### src/rgbled_pkg.sv
`default_nettype none
// ----------------------------------------------------------------------------
// rgbled_pkg
// Shared types, codes and defaults for the RGB LED strip serial driver.
// ----------------------------------------------------------------------------
package rgbled_pkg;

    // Build-time defaults for the top-level parameters
    localparam int MAX_PIXELS_DEF     = 256;
    localparam int MAX_BRIGHTNESS_DEF = 128;

    // Field widths
    localparam int CFG_IDX_W  = 3;
    localparam int CFG_DATA_W = 16;

    // Request codes
    localparam logic [2:0] REQ_WRITE = 3'd0;
    localparam logic [2:0] REQ_FILL  = 3'd1;
    localparam logic [2:0] REQ_SHOW  = 3'd2;
    localparam logic [2:0] REQ_CLEAR = 3'd3;
    localparam logic [2:0] REQ_TICK  = 3'd4;

    // Status codes
    localparam logic [1:0] STATUS_OK    = 2'd0;
    localparam logic [1:0] STATUS_RANGE = 2'd1;
    localparam logic [1:0] STATUS_BUSY  = 2'd2;

    // Configuration register indexes
    localparam logic [CFG_IDX_W-1:0] CFG_PIXEL_COUNT = 3'd0;
    localparam logic [CFG_IDX_W-1:0] CFG_BRIGHTNESS  = 3'd1;
    localparam logic [CFG_IDX_W-1:0] CFG_ZERO_HIGH   = 3'd2;
    localparam logic [CFG_IDX_W-1:0] CFG_ZERO_LOW    = 3'd3;
    localparam logic [CFG_IDX_W-1:0] CFG_ONE_HIGH    = 3'd4;
    localparam logic [CFG_IDX_W-1:0] CFG_ONE_LOW     = 3'd5;
    localparam logic [CFG_IDX_W-1:0] CFG_LATCH       = 3'd6;

    typedef struct packed {
        logic [2:0]  req_type;
        logic [7:0]  pixel_index;
        logic [23:0] pixel_color;
    } rgbled_req_t;

    typedef struct packed {
        logic [1:0] status;
        logic       line_level;
        logic       frame_done;
    } rgbled_rsp_t;

    typedef enum logic [2:0] {
        CTL_IDLE,
        CTL_SWEEP,
        CTL_READ,
        CTL_SCALE_GO,
        CTL_SCALE_WAIT
    } ctl_state_t;

    typedef enum logic [1:0] {
        SCL_IDLE,
        SCL_MUL,
        SCL_EST,
        SCL_FIX
    } scl_state_t;

endpackage
`default_nettype wire

### src/rgbled_scale.sv
`default_nettype none
// ----------------------------------------------------------------------------
// rgbled_scale
// Bit-serial brightness scaler: result = value * bright / 255, truncated.
// ----------------------------------------------------------------------------
module rgbled_scale
    import rgbled_pkg::*;
(
    input  wire logic       aclk,
    input  wire logic       aresetn,
    input  wire logic       start,
    input  wire logic [7:0] value,
    input  wire logic [7:0] bright,
    output logic            done,
    output logic [7:0]      result
);

    scl_state_t  state_reg, state_next;
    logic [2:0]  cnt_reg, cnt_next;
    logic [7:0]  mcand_reg, mcand_next;
    logic [7:0]  mplier_reg, mplier_next;
    logic [15:0] prod_reg, prod_next;
    logic [7:0]  quot_reg, quot_next;
    logic [15:0] est_sum;
    logic [15:0] rem;

    always_ff @(posedge aclk) begin
        if (!aresetn) begin
            state_reg <= SCL_IDLE;
            cnt_reg   <= '0;
        end else begin
            state_reg <= state_next;
            cnt_reg   <= cnt_next;
        end
    end

    always_ff @(posedge aclk) begin
        mcand_reg  <= mcand_next;
        mplier_reg <= mplier_next;
        prod_reg   <= prod_next;
        quot_reg   <= quot_next;
    end

    // x/255 estimate (x + x>>8) >> 8 is low by at most one
    assign est_sum = prod_reg + {8'd0, prod_reg[15:8]};
    assign rem     = prod_reg - {quot_reg, 8'd0} + {8'd0, quot_reg};

    always_comb begin
        state_next  = state_reg;
        cnt_next    = cnt_reg;
        mcand_next  = mcand_reg;
        mplier_next = mplier_reg;
        prod_next   = prod_reg;
        quot_next   = quot_reg;
        done        = 1'b0;
        result      = quot_reg;
        case (state_reg)
            SCL_IDLE: begin
                if (start) begin
                    mcand_next  = value;
                    mplier_next = bright;
                    prod_next   = '0;
                    cnt_next    = '0;
                    state_next  = SCL_MUL;
                end
            end
            SCL_MUL: begin
                // MSB-first shift-add, one multiplier bit per cycle
                prod_next   = {prod_reg[14:0], 1'b0}
                            + (mplier_reg[7] ? {8'd0, mcand_reg} : 16'd0);
                mplier_next = {mplier_reg[6:0], 1'b0};
                cnt_next    = cnt_reg + 3'd1;
                if (cnt_reg == 3'd7) begin
                    state_next = SCL_EST;
                end
            end
            SCL_EST: begin
                quot_next  = est_sum[15:8];
                state_next = SCL_FIX;
            end
            SCL_FIX: begin
                if (rem >= 16'd255) begin
                    result = quot_reg + 8'd1;
                end
                done       = 1'b1;
                state_next = SCL_IDLE;
            end
            default: begin
                state_next = SCL_IDLE;
            end
        endcase
    end

endmodule
`default_nettype wire
### config.mk
export PLATFORM = sky130hd
export DESIGN_NAME = rgbled_scale
export DESIGN_NICKNAME = d
export VERILOG_FILES = /design/src/rgbled_pkg.sv /design/src/rgbled_scale.sv
export SDC_FILE = /design/constraint.sdc
export NUM_CORES = 1
export LEC_CHECK = 0
export ABC_CLOCK_PERIOD_IN_PS = 3800
export BUFFER_PORTS_ARGS = -buffer_cell sky130_fd_sc_hd__clkbuf_2
export CORE_ASPECT_RATIO = 0.6
export CORE_UTILIZATION = 45
export DETAILED_ROUTE_END_ITERATION = 10
export HOLD_SLACK_MARGIN = 0.06
export PLACE_DENSITY = 0.65
export RECOVER_POWER = 100
export SLEW_MARGIN = 25
export SYNTH_ARGS = -nofsm -noshare
export SYNTH_HDL_FRONTEND = slang
export SYNTH_SLANG_ARGS = --single-unit
### constraint.sdc
create_clock -name aclk -period 3.8 [get_ports aclk]
set_input_delay 0.95 -clock aclk [delete_from_list [all_inputs] [get_ports aclk]]
set_output_delay 0.95 -clock aclk [all_outputs]
set_load 0.01 [all_outputs]
== Yosys cells after proc, flatten, opt, wreduce, memory -nomap -nowiden ==
Cells that the tools add are included.

* Output and inout bits: 9
* Register bits: 45
* Word-level logic and storage cells: 37
* Input port bits: 19

* Reduce and logical (&&, ||, !) cells: 5
* Add/subtract/negate cells: 6
* Muxes and demuxes: 13
* Order comparisons: 1
* Equality and inequality tests: 6

{| class="wikitable"
|+ Operators by type and width
! cell !! count
|-
| 16-bit by 8-bit adder with 16-bit output || 3
|-
| 8-bit 2-to-1 mux || 4
|-
| 16-bit one-hot mux with 2 select lines || 1
|-
| 16-bit by 8-bit greater-or-equal comparator with 1-bit output (second input constant) || 1
|-
| 16-bit 2-to-1 mux || 1
|-
| 8-bit one-hot mux with 2 select lines || 1
|-
| 16-bit subtractor || 1
|-
| 8-bit by 1-bit adder with 8-bit output (second input constant) || 1
|-
| 2-bit one-hot mux with 4 select lines || 1
|-
| 3-bit one-hot mux with 2 select lines || 1
|-
| 2-bit AND reduction || 3
|-
| 2-bit == test (second input constant) || 2
|-
| 2-bit 2-to-1 mux || 2
|-
| 2-bit != test (second input constant) || 2
|-
| 3-bit by 1-bit adder with 3-bit output (second input constant) || 1
|-
| 3-bit == test (second input constant) || 1
|-
| 3-bit 2-to-1 mux || 1
|-
| 2-bit by 1-bit == test with 1-bit output (second input constant) || 1
|-
| 2-bit logical NOT || 1
|-
| 2-bit nonzero test || 1
|-
| 1-bit 2-to-1 mux || 1
|}

== Longest topological paths before layout ==
* Word-level depth: 5
* Mapped depth: 14
* Gate-level depth less buffers: 13

== Worst setup path before layout ==
OpenSTA, ideal clock, no wires.

* Path kind: register -> output
* Start point: register quot_reg[2]
* End point: output result[6]
* Data arrival time: 2.885 ns
* Buffers on the path: 0
* Path slack: -0.035 ns
* Required time: 2.850 ns
* Cell stages (with the launch flop): 14
* Cells stage by stage: edfxtp_1 inv_1 ha_1 inv_1 ha_1 o211ai_1 o21a_1 xnor2_1 a31oi_1 a2111oi_2 nor4_2 a41oi_4 nand4_1 xnor2_1

* Cells in the longest elaborated chain, start to end: 5
* Elaborated cells on any way between the ends: 6
* Classes of those cells: add/sub (3); order compare (1); mux (2)

{| class="wikitable"
|+ Ends and longest elaborated chain
! what !! RTL line !! RTL
|-
| start, declared || rgbled_scale.sv:23 || <nowiki>logic [7:0] quot_reg, quot_next;</nowiki>
|-
| start signal, assigned || rgbled_scale.sv:41 || <nowiki>quot_reg <= quot_next;</nowiki>
|-
| 16-bit subtractor || rgbled_scale.sv:46 || <nowiki>assign rem = prod_reg - {quot_reg, 8'd0} + {8'd0, quot_reg};</nowiki>
|-
| 16-bit by 8-bit adder with 16-bit output || rgbled_scale.sv:46 ||
|-
| 16-bit by 8-bit greater-or-equal comparator with 1-bit output || rgbled_scale.sv:82 || <nowiki>if (rem >= 16'd255) begin</nowiki>
|-
| 8-bit 2-to-1 mux * || rgbled_scale.sv:82 ||
|-
| 8-bit 2-to-1 mux * || rgbled_scale.sv:57 || <nowiki>case (state_reg)</nowiki>
|-
| end, declared || rgbled_scale.sv:15 || <nowiki>output logic [7:0] result</nowiki>
|}

Every way passes the cells marked *; elsewhere a longest branch is shown, timed or not.

== Worst setup path in the final report ==
* Start point: register quot_reg[2]
* End point: output result[4]

Same word-level chain as after synthesis.

==> metrics.cfg <==
[yosys]
synth_cells = 368
synth_edf_count = 40
synth_fp_nets = 438
synth.distinct_cells = 56
synth_seq_cells = 45
synth_area_leader_cell = edfxtp_1
synth-main-ff-cell = edfxtp_1
yosysSeqAreaShare_pct = 36.0
synthTopCellsByArea = edfxtp_1 (33%), ha_1 (17%), xnor2_1 (5.1%)
yosys_warnings = 0
synth.avg_cell_area_um2 = 9.83
synth_area_mm2 = 0.00362
synth_top_area_share_pct = 33.2
async_reset_ff_share_pct = 0

[global_route]
grt_pass1_vias = 2950
antenna_found_initial = 0
grt_max_degree = 30
grt_pass1_wl_um = 14500
grtUsageTotal_pct = 22.1
grt-ovfl-total = 0

[setup_path]
worstPathRequired_ns = 2.85
cp-start-kind = flip-flop
critPathKind = flip-flop to output pin
arrival_ns = 3.40
end_kind = output pin
cp_max_fo = 5

[clocking]
cts_tree = done
clkTransAtPathRegs_ns = 0.06
h-tree-depth = 2
clockRootBuffer = clkbuf_16
clk_latency_ns = 0.29
hold_buffers = 0
cts_buffer_depth = 2
cts_buffers = 5
clock_sinks = 45

[finish]
drive_above_1_share_pct = 34.5
fin_area_mm2 = 0.00486
syn_to_final_growth_pct = 34.2
nFillCells = 603
regArea_mm2 = 0.00130
multi_input_area_mm2 = 0.00243
largest_reg_flops = 16
n_antenna_cell = 0
fin_util_pct = 64.7
nets = 538

[detailed_routing]
wirelength_um = 8590
antenna_left = 0
routed_via_density = 5.21
drc = 0
firstDrtPassIters = 4
drt_iter0_drc = 169
wl_per_cell_um = 15.0
num_vias = 2987

[placed_design]
dpl_cell_area_mm2 = 0.00436
dp_hpwl_um = 6700
io_buffers = 27
gp_congestion = 0.838

[floorplanning]
ios = 28
dieArea_mm2 = 0.00841
die_height_um = 71.4
core_area_mm2 = 0.00751
start_util_pct = 48.2
row_count = 24
die_w_um = 118

[timing]
rsz0062_at_grt = yes
setup_ws_ns = -0.549
period_share_pct = 114
finClkSkew_ns = 0.00560
worstMarginPinSlew_ns = 1.18
slew_headroom_pct = 21.4
hold_violations = 0
fmax_mhz = 230
final_max_slew_viol_count = 0
setup_viol = 8
period_minus_slack_ns = 4.35

[status]
violations = negative setup slack
status = complete, but fails checks

[run]
cap_violations = 0

[worst_hold_path]
hp-class = flip-flop to flip-flop

-- layer usage --
layer | vias up | track usage (%) | wire, µm
met5 | - | 0 | 0
met4 | 0 | 4.13 | 44
met3 | 7 | 4.22 | 484
met2 | 74 | 34.8 | 3730
met1 | 1387 | 32.1 | 4330
li1 | 1519 | - | -
-- what timing repair did --
action                     in CTS  in global routing
setup endpoints to repair       8                  8
pin swaps                      23                 12
cloned                          1                  0
setup buffers                  11                  1
resized for setup              30                 23
-- cell usage in the layout (no fill, tap or decap), types with 11 or more instances in the layout --
master    synthesis  final
buf_4             0     67
ha_1             50     41
edfxtp_1         40     40
inv_1            44     34
nor2_1           21     21
clkbuf_2          0     19
xnor2_1          21     16
nand2_1          14     14
o21ai_0          18     11
a21oi_1          14     11
-- cell usage after synthesis (5+ instances only) --
library cell	instances
a21o_1	5
a21oi_1	14
and2_1	17
clkbuf_1	5
dfxtp_1	5
edfxtp_1	40
ha_1	50
inv_1	44
mux2_2	7
nand2_1	14
nand3_1	6
nand4_1	8
nor2_1	21
nor2b_1	10
nor3_1	13
o21ai_0	18
xnor2_1	21
xor2_1	11
-- through the flow --
step                      setup slack (ns)  hold slack, ns  cells  setup TNS (ns)
after floorplan                   0.000444           0.480    368               0
after global placement              -0.418           0.499    552           -2.75
after detailed placement            -0.443           0.521    552           -2.84
after CTS                           -0.570           0.532    572           -3.87
after global routing                -0.676           0.553    573           -5.02
final                               -0.549           0.529    573           -3.98
-- worst paths after layout --
check / depth (start not counted) / slack, ns / from / end
setup / recovery: 15 / -0.55 / quot_reg[2] / result[4]
hold / removal: 2 / 0.53 / state_reg[0] / state_reg[0]
setup reg to reg: 13 / 0.75 / mplier_reg[7] / prod_reg[15]
hold reg to reg: 2 / 0.53 / state_reg[0] / state_reg[0]
-- critical path: stages (launching register included) --
cell and delay, ns:
edfxtp_1 0.37, inv_2 0.07, ha_4 0.26, inv_2 0.03, ha_4 0.27, and2b_1 0.17
o2111ai_2 0.20, a211oi_2 0.25, a31oi_1 0.09, a2111oi_4 0.42, buf_4 0.19, nor4_4 0.04
a41oi_4 0.24, nand4_1 0.19, xnor2_2 0.18, buf_2 0.14
-- layout make-up --
cell class / instances / share of cell area [%]
repair buffers: 98 / 13.5
well taps: 104 / 2.68
clock buffers: 8 / 3.45
multi-input cells: 274 / 50.1
inverters: 44 / 3.40
flip-flops and latches: 45 / 26.8
-- cells by family (layout without fill, tap and decap cells) --
family          Yosys count  count (layout)  synth area share, %
mux                       8               8                 2.46
fa+ha+maj                51              51                 17.8
simple gates            110             110                 16.8
xor+xnor                 32              32                 7.75
flops                    45              45                 36.0
buf+inv                  50             150                 5.22
compound gates           72              73                 13.9
Power is left out: the tool's default activity adds up to more than one toggle a clock period on the data nets, which glitch-free logic cannot reach.
